**src/hw/rtl/cocktail_shaker_sort_assert.svh**
```systemverilog
// ----------------------------------------------------------------------------
// cocktail_shaker_sort_assert.svh - assertion macros
// Concurrent assertion wrappers; they compile to nothing under SYNTHESIS.
// ----------------------------------------------------------------------------
`ifndef COCKTAIL_SHAKER_SORT_ASSERT_SVH
`define COCKTAIL_SHAKER_SORT_ASSERT_SVH

`ifndef SYNTHESIS
// same-cycle implication
`define CSS_ASSERT_IMP(lbl, clk, rst_n, ante, cons, msg) \
  lbl: assert property (@(posedge clk) disable iff (!rst_n) (ante) |-> (cons)) \
    else $error(msg);
// next-cycle implication
`define CSS_ASSERT_NXT(lbl, clk, rst_n, ante, cons, msg) \
  lbl: assert property (@(posedge clk) disable iff (!rst_n) (ante) |=> (cons)) \
    else $error(msg);
`else
`define CSS_ASSERT_IMP(lbl, clk, rst_n, ante, cons, msg)
`define CSS_ASSERT_NXT(lbl, clk, rst_n, ante, cons, msg)
`endif

`endif

```
**src/hw/rtl/css_pkg.sv**
```systemverilog
// ----------------------------------------------------------------------------
// css_pkg - shared types for the cocktail shaker sorter
// Beat structs for both channels and the sequencer state encoding.
// ----------------------------------------------------------------------------
`timescale 1ns / 1ps

package css_pkg;

  localparam int VALUE_W = 32;

  typedef struct packed {
    logic signed [VALUE_W-1:0] value;
    logic                      last;
  } css_in_t;

  typedef struct packed {
    logic signed [VALUE_W-1:0] sorted_value;
    logic                      end_of_run;
    logic                      overflowed;
  } css_out_t;

  typedef enum logic [3:0] {
    S_IDLE,
    S_BINIT,
    S_BLOAD,
    S_BCMP,
    S_BEND,
    S_FLOAD,
    S_FCMP,
    S_FEND,
    S_ORD,
    S_OUT
  } css_state_t;

endpackage

```
**src/hw/rtl/css_ram.sv**
```systemverilog
// ----------------------------------------------------------------------------
// css_ram - generic simple dual-port RAM
// One write port, one read port, registered read data.
// ----------------------------------------------------------------------------
`timescale 1ns / 1ps

module css_ram #(
  parameter int WIDTH = 32,
  parameter int DEPTH = 64
) (
  input  logic                     clk,
  input  logic                     we,
  input  logic [$clog2(DEPTH)-1:0] waddr,
  input  logic [WIDTH-1:0]         wdata,
  input  logic [$clog2(DEPTH)-1:0] raddr,
  output logic [WIDTH-1:0]         rdata
);

  logic [WIDTH-1:0] mem [DEPTH];

  always_ff @(posedge clk) begin
    if (we) begin
      mem[waddr] <= wdata;
    end
    rdata <= mem[raddr];
  end

endmodule

```
**src/hw/rtl/cocktail_shaker_sort.sv**
```systemverilog
// ----------------------------------------------------------------------------
// cocktail_shaker_sort - run collector and bidirectional exchange sorter
// Loads a run of signed values, sorts it ascending, streams it back out.
// ----------------------------------------------------------------------------
// Usage:
//   Input beats are taken on any clock edge with start high and busy low.
//   Each beat carries one value; the beat with last set closes the run.
//   Busy stays low while loading, so beats may be taken back to back.
//   Beats beyond DEPTH are dropped and flag every result of that run.
//   After the last beat busy rises and the run of n held values is sorted
//   by a single compare/exchange unit stepping through the RAM, one pair
//   per cycle; each pass carries the running min (down) or max (up) in a
//   register. Sorting is paced by the one RAM read port feeding the
//   comparator. Results follow as n beats on consecutive cycles, out_valid
//   high for exactly one cycle each, smallest first; end_of_run marks the
//   last. The receiver cannot stall; busy drops in the cycle after the last
//   beat. Reset empties the run and clears the overflow flag; RAM contents
//   are left as they are, only entries of the current run are ever used.
// ----------------------------------------------------------------------------
`timescale 1ns / 1ps

`include "cocktail_shaker_sort_assert.svh"

module cocktail_shaker_sort
  import css_pkg::*;
#(
  parameter int DEPTH = 64
) (
  input  logic     clk,
  input  logic     rst_n,
  input  logic     start,
  output logic     busy,
  input  css_in_t  in_data,
  output logic     out_valid,
  output css_out_t out_data
);

  localparam int AW = $clog2(DEPTH);
  localparam int CW = $clog2(DEPTH + 1);

  // control state
  css_state_t  state_r, state_nxt;
  logic [CW-1:0] fill_r, fill_nxt;
  logic          ovf_r, ovf_nxt;

  // sequencer payload
  logic [AW-1:0] last_idx_r, last_idx_nxt;
  logic [AW-1:0] lo_r, lo_nxt;
  logic [AW-1:0] hi_r, hi_nxt;
  logic [AW-1:0] idx_r, idx_nxt;
  logic [VALUE_W-1:0] carry_r, carry_nxt;

  // RAM port
  logic               ram_we;
  logic [AW-1:0]      ram_waddr;
  logic [VALUE_W-1:0] ram_wdata;
  logic [AW-1:0]      ram_raddr;
  logic [VALUE_W-1:0] ram_rdata;

  logic          has_room;
  logic [AW-1:0] run_last;
  logic          swap;

  css_ram #(
    .WIDTH (VALUE_W),
    .DEPTH (DEPTH)
  ) u_store (
    .clk   (clk),
    .we    (ram_we),
    .waddr (ram_waddr),
    .wdata (ram_wdata),
    .raddr (ram_raddr),
    .rdata (ram_rdata)
  );

  always_ff @(posedge clk) begin
    if (!rst_n) begin
      state_r <= S_IDLE;
      fill_r  <= '0;
      ovf_r   <= 1'b0;
    end else begin
      state_r <= state_nxt;
      fill_r  <= fill_nxt;
      ovf_r   <= ovf_nxt;
    end
  end

  always_ff @(posedge clk) begin
    last_idx_r <= last_idx_nxt;
    lo_r       <= lo_nxt;
    hi_r       <= hi_nxt;
    idx_r      <= idx_nxt;
    carry_r    <= carry_nxt;
  end

  assign has_room = (fill_r < CW'(DEPTH));
  assign run_last = has_room ? fill_r[AW-1:0] : AW'(DEPTH - 1);

  // Single shared comparator: backward pass tests RAM word > carry (carry
  // holds the running minimum), forward pass tests carry > RAM word.
  always_comb begin
    if (state_r == S_FCMP) begin
      swap = ($signed(carry_r) > $signed(ram_rdata));
    end else begin
      swap = ($signed(ram_rdata) > $signed(carry_r));
    end
  end

  always_comb begin
    state_nxt    = state_r;
    fill_nxt     = fill_r;
    ovf_nxt      = ovf_r;
    last_idx_nxt = last_idx_r;
    lo_nxt       = lo_r;
    hi_nxt       = hi_r;
    idx_nxt      = idx_r;
    carry_nxt    = carry_r;
    ram_we       = 1'b0;
    ram_waddr    = '0;
    ram_wdata    = in_data.value;
    ram_raddr    = '0;

    case (state_r)
      S_IDLE: begin
        if (start) begin
          // store the beat while room is left, else drop it and flag
          if (has_room) begin
            ram_we    = 1'b1;
            ram_waddr = fill_r[AW-1:0];
            fill_nxt  = fill_r + 1'b1;
          end else begin
            ovf_nxt = 1'b1;
          end
          if (in_data.last) begin
            last_idx_nxt = run_last;
            lo_nxt       = '0;
            hi_nxt       = run_last;
            // a single element needs no sorting
            state_nxt    = (run_last == '0) ? S_ORD : S_BINIT;
          end
        end
      end

      S_BINIT: begin
        ram_raddr = hi_r;
        state_nxt = S_BLOAD;
      end

      S_BLOAD: begin
        carry_nxt = ram_rdata;
        idx_nxt   = hi_r;
        ram_raddr = hi_r - 1'b1;
        state_nxt = S_BCMP;
      end

      S_BCMP: begin
        // keep the smaller value moving down, write the larger at idx
        ram_we    = 1'b1;
        ram_waddr = idx_r;
        ram_wdata = swap ? ram_rdata : carry_r;
        carry_nxt = swap ? carry_r : ram_rdata;
        if ((idx_r - 1'b1) == lo_r) begin
          state_nxt = S_BEND;
        end else begin
          idx_nxt   = idx_r - 1'b1;
          ram_raddr = idx_r - 1'b1 - 1'b1;
        end
      end

      S_BEND: begin
        ram_we    = 1'b1;
        ram_waddr = lo_r;
        ram_wdata = carry_r;
        lo_nxt    = lo_r + 1'b1;
        if ((lo_r + 1'b1) < hi_r) begin
          ram_raddr = lo_r + 1'b1;
          state_nxt = S_FLOAD;
        end else begin
          state_nxt = S_ORD;
        end
      end

      S_FLOAD: begin
        carry_nxt = ram_rdata;
        idx_nxt   = lo_r;
        ram_raddr = lo_r + 1'b1;
        state_nxt = S_FCMP;
      end

      S_FCMP: begin
        // keep the larger value moving up, write the smaller at idx
        ram_we    = 1'b1;
        ram_waddr = idx_r;
        ram_wdata = swap ? ram_rdata : carry_r;
        carry_nxt = swap ? carry_r : ram_rdata;
        if ((idx_r + 1'b1) == hi_r) begin
          state_nxt = S_FEND;
        end else begin
          idx_nxt   = idx_r + 1'b1;
          ram_raddr = idx_r + 1'b1 + 1'b1;
        end
      end

      S_FEND: begin
        ram_we    = 1'b1;
        ram_waddr = hi_r;
        ram_wdata = carry_r;
        hi_nxt    = hi_r - 1'b1;
        if (lo_r < (hi_r - 1'b1)) begin
          ram_raddr = hi_r - 1'b1;
          state_nxt = S_BLOAD;
        end else begin
          state_nxt = S_ORD;
        end
      end

      S_ORD: begin
        ram_raddr = '0;
        idx_nxt   = '0;
        state_nxt = S_OUT;
      end

      S_OUT: begin
        // stream one beat a cycle, prefetch the next address
        ram_raddr = idx_r + 1'b1;
        if (idx_r == last_idx_r) begin
          fill_nxt  = '0;
          ovf_nxt   = 1'b0;
          state_nxt = S_IDLE;
        end else begin
          idx_nxt = idx_r + 1'b1;
        end
      end

      default: begin
        state_nxt = S_IDLE;
      end
    endcase
  end

  assign busy                  = (state_r != S_IDLE);
  assign out_valid             = (state_r == S_OUT);
  assign out_data.sorted_value = ram_rdata;
  assign out_data.end_of_run   = (idx_r == last_idx_r);
  assign out_data.overflowed   = ovf_r;

  `CSS_ASSERT_IMP(a_out_while_busy, clk, rst_n, out_valid, busy,
                  "result beat outside busy window")
  `CSS_ASSERT_NXT(a_end_frees, clk, rst_n, out_valid && out_data.end_of_run, !busy,
                  "busy still high after final result beat")
  `CSS_ASSERT_IMP(a_fill_bound, clk, rst_n, 1'b1, fill_r <= CW'(DEPTH),
                  "fill count beyond store depth")
  `CSS_ASSERT_IMP(a_window, clk, rst_n,
                  state_r == S_BCMP || state_r == S_FCMP || state_r == S_BEND ||
                  state_r == S_FEND || state_r == S_BLOAD || state_r == S_FLOAD,
                  lo_r < hi_r, "sort window collapsed during a pass")
  `CSS_ASSERT_IMP(a_no_write_out, clk, rst_n, out_valid, !ram_we,
                  "store written while streaming results")

endmodule
```
**config.mk**
```make
export PLATFORM = sky130hd
export DESIGN_NAME = cocktail_shaker_sort
export DESIGN_NICKNAME = d
export VERILOG_FILES = /design/src/hw/rtl/css_pkg.sv /design/src/hw/rtl/css_ram.sv /design/src/hw/rtl/cocktail_shaker_sort.sv
export VERILOG_INCLUDE_DIRS = /design/src /design/src/hw/rtl
export SDC_FILE = /design/constraint.sdc
export NUM_CORES = 2
export LEC_CHECK = 0
export BUFFER_PORTS_ARGS = -buffer_cell sky130_fd_sc_hd__buf_2
export CAP_MARGIN = 20
export CORE_ASPECT_RATIO = 1.5
export CORE_MARGIN = 4
export CORE_UTILIZATION = 30
export DETAILED_ROUTE_END_ITERATION = 10
export PLACE_DENSITY = 0.48
export SETUP_SLACK_MARGIN = 0.5
export SLEW_MARGIN = 20
export SYNTH_ARGS = -nofsm -noshare
export SYNTH_HDL_FRONTEND = slang
export SYNTH_SLANG_ARGS = --single-unit
```
**constraint.sdc**
```tcl
create_clock -name clk -period 11.5 [get_ports clk]
set_clock_uncertainty 0.05 [all_clocks]
set_input_delay 1.725 -clock clk [delete_from_list [all_inputs] [get_ports clk]]
set_output_delay 1.725 -clock clk [all_outputs]
set_load 0.03 [all_outputs]
```
==> metrics.md <==
| Metric | Value |
|---|---|
| Outcome | `finished clean` |
| Dpl ws | `roughly 3.7 ns` |
| Area grow syn2layout | `13.1%` |
| Hold Slack | `roughly 0.43 ns` |
| Remaining DRCs | `0` |
| Synthesized cell area | `87,800 sq um` |
| RSZ-0062 raised after global routing | `no` |
| Layout cells sized above 1 | `0.0958` |
| I/O pins | `between 70 and 80` |
| Post-CTS Setup Repair Bufs | `0` |
| Setup TNS | `0 ns` |
| Synth Area in Compound Gates | `0.0435` |
| Skew-Pair Late Insertion Delay | `~0.87 ns` |
| Total Power | `~22 mW` |
| Synth warn | `0` |
| Nets | `about 7,200` |
| Synth cell count leaders | `edfxtp_1 (2,104), nand2_1 (2,100), nand3_1 (1,203)` |
| Synth area leader | `edfxtp_1` |
| Top cell by count, worst path | `nand3_1` |
| CTS root buffer | `clkbuf_16` |
| Drt initial violations | `about 5,000` |
| Max clock buf depth | `4` |
| Vias after detailed routing | `between 50,000 and 60,000` |
| CTS sink cnt | `2,148` |
| Post-synth top flop | `edfxtp_1` |
| Number of synthesized flops with an enable pin | `roughly 2,100` |
| PostCTS Resize Cnt | `0` |
| First-pass GRT wire length | `around 420 mm` |
| Least-Margin Pin Slew | `approximately 1.2 ns` |
| Non-filler instance count after layout | `around 11,000` |
| Max-cap check violation count | `0` |
| HP Class | `reg2reg` |
| Register area share after synthesis | `0.730` |
| Drt first pass iters | `5` |
| Crit-path cells | `or4_1, nor2_1, xnor2_1, ha_1, nand3_1, nor3_1, a211oi_4, a2111oi_0, and3_4, buf_4, buf_4, buf_4, nand2_1, nand3_1, nand3_1, nand3_1, nand4_1, nor2_1` |
| Mux contribution to synthesized area | `0.00332` |
| Relative slew margins | `0.166` |
| Post-synthesis simple-gate area fraction | `0.184` |
| VDD IR max | `approximately 0.23 mV` |
| LEAKAGE | `33.6 nW` |
| CTS Buf Count | `a little over 200` |
| Final Max Slew Viols | `0` |
| Final worst slack | `3.72 ns` |
| Wire per inst | `roughly 27 microns` |
| Syn nets | `a little over 7,000` |
| Met1 usage | `0.224` |
| Port bufs | `between 70 and 80` |
| Initial core utilization | `0.301` |
| Crit Path Category | `reg2reg` |
| Initial antenna violation count | `4` |
| Dominant cells by area after synthesis | `edfxtp_1 (72%), nand2_1 (9.0%), nand3_1 (6.9%)` |
| Full die area | `between 300,000 and 400,000 sq um` |
| Most frequent cell after synthesis | `edfxtp_1` |
| Synthesis-stage register bit count | `~2,100` |
| Setup Viol. Count Final | `0` |
| CP Buf/Inv Count | `3` |
| Post-synthesis cell type count | `just under 90` |
| GPL Wtd Cong | `between 0.8 and 0.9` |
| Crit-path max cell delay | `0.89 ns` |
| F_max | `between 100 and 150 MHz` |
| Post-detail-place hpwl | `175 mm` |
| Core area | `roughly 300,000 sq um` |
| CP Launch Type | `register` |
| Chip height | `between 600 and 700 microns` |
| Ys async rst share | `0` |
| Delay-heaviest family, CP | `simple AND/OR/NAND/NOR gates` |
| WP data arrival | `8.48 ns` |
| XOR/XNOR Fraction of Synth Area | `0.00529` |
| Busiest grt layer | `met2` |
| Grt ovf | `0` |
| Largest net degree at the start of global routing | `~160` |
| Worst EP required | `about 12 ns` |
| Power Dens Cells | `221 nW/um^2` |
| Synth Instances | `between 7,000 and 8,000` |
| Setup crit end kind | `register` |
| Met3 usage | `0.0204` |
| Adder-Cell Fraction of Synth Area | `0.00684` |
| Min Tclk post-route | `7.78 ns` |
| Combinational family with the most area after synthesis | `simple AND/OR/NAND/NOR gates` |
| Routed wire length | `a little under 300 mm` |
| Reg clk slew, reported paths | `0.07 ns` |
| Vias in the first global route | `about 56,000` |
| Drt via density | `between 5 and 6` |
| CP max stage cell | `a2111oi_0` |
| Post-CTS Hold Buffers | `0` |
| Synth top area share | `0.719` |
| Die Wd | `approximately 450 microns` |
| Num rows | `roughly 240` |
| CTS tree | `built` |
| Overall routing resource usage | `0.190` |
| Period utilization | `0.676` |
| Dpl cells | `10,700` |
| Final ANT Viol Nets | `0` |
| Syn_area_per_cell | `12.4 sq um` |
| CTS HTree Levels | `4` |
| Fin. Hold Viols | `0` |
| Met2 Usage GRT | `0.342` |
| CP max FO | `75` |
kinds of logic (layout without fill, tap and decap cells):
logic type                 after synthesis  count (layout)
other                                    0               2
xor gates and xnor gates                49              49
adders and majority gates               48              48
DFF                                   2148            2148
buffers and inverters                  494             673
muxes                                   29              29
AOI/OAI and AO/OA                      559             559
and+or+nand+nor                       3731            3731
flip-flops by register name, summed over array words and instances, names as in the netlist:
register       flops
hi_r               6
ovf_r              1
idx_r              6
last_idx_r         6
lo_r               6
carry_r           32
u_store.rdata     32
fill_r             7
state_r            4
u_store.mem     2048
tightest hold or removal path, cell delays in order (launching register included):
cell and delay (ns):
dfxtp_1 0.32, nand2_1 0.05, a21boi_0 0.06
final timing paths:
kind / startpoint / slack, ns / to / cells after the start
hold / removal: ovf_r$_SDFFE_PN0P_ / 0.43 / ovf_r$_SDFFE_PN0P_ / 2
setup reg to reg: hi_r[0]$_DFFE_PP_ / 3.72 / u_store.rdata[15]$_DFF_P_ / 18
setup / recovery: hi_r[0]$_DFFE_PP_ / 3.72 / u_store.rdata[15]$_DFF_P_ / 18
hold reg to reg: ovf_r$_SDFFE_PN0P_ / 0.43 / ovf_r$_SDFFE_PN0P_ / 2
per-layer routing:
layer | up-vias | share of wire
li1 | 25600 | -
met1 | 29700 | 0.38
met2 | 1687 | 0.51
met3 | 457 | 0.047
met4 | 0 | 0.058
met5 | - | 0
power breakdown:
part,internal (mW),switching [mW]
clock,3.73,2.93
combinational,1.59,4.45
sequential,8.89,0.400
total,14.2,7.78
per-stage QoR:
stage / utilization / instance area [sq um]
after global placement: 0.318 / 92900
after floorplan: - / 87800
after global routing: 0.340 / 99300
after CTS: 0.340 / 99300
final: 0.340 / 99300
after detailed placement: 0.319 / 93000
cell type report:
| class | count | area (sq um) |
|---|---|---|
| diodes | 2 | 5.00 |
| clock buffers | 271 | 5470 |
| clock inverters | 84 | 876 |
| fillers | 28600 | 193000 |
| inverters | 50 | 188 |
| multi-input cells | 4416 | 22000 |
| flip-flops and latches | 2148 | 64100 |
| well taps | 3797 | 4750 |
| repair buffers | 268 | 1980 |
cell usage in the layout (no fill, tap or decap), types with 42 or more instances in the layout:
cell type	n
inv_1	50
buf_4	181
clkbuf_16	203
nand2_1	2100
dfxtp_1	44
clkbuf_1	55
nor2_1	121
ha_1	48
nand4_1	55
a21oi_1	200
buf_2	73
and2_1	42
edfxtp_1	2104
nor2_4	65
and3_1	47
nand3_1	1201
Power figures use the tool's default switching activity.
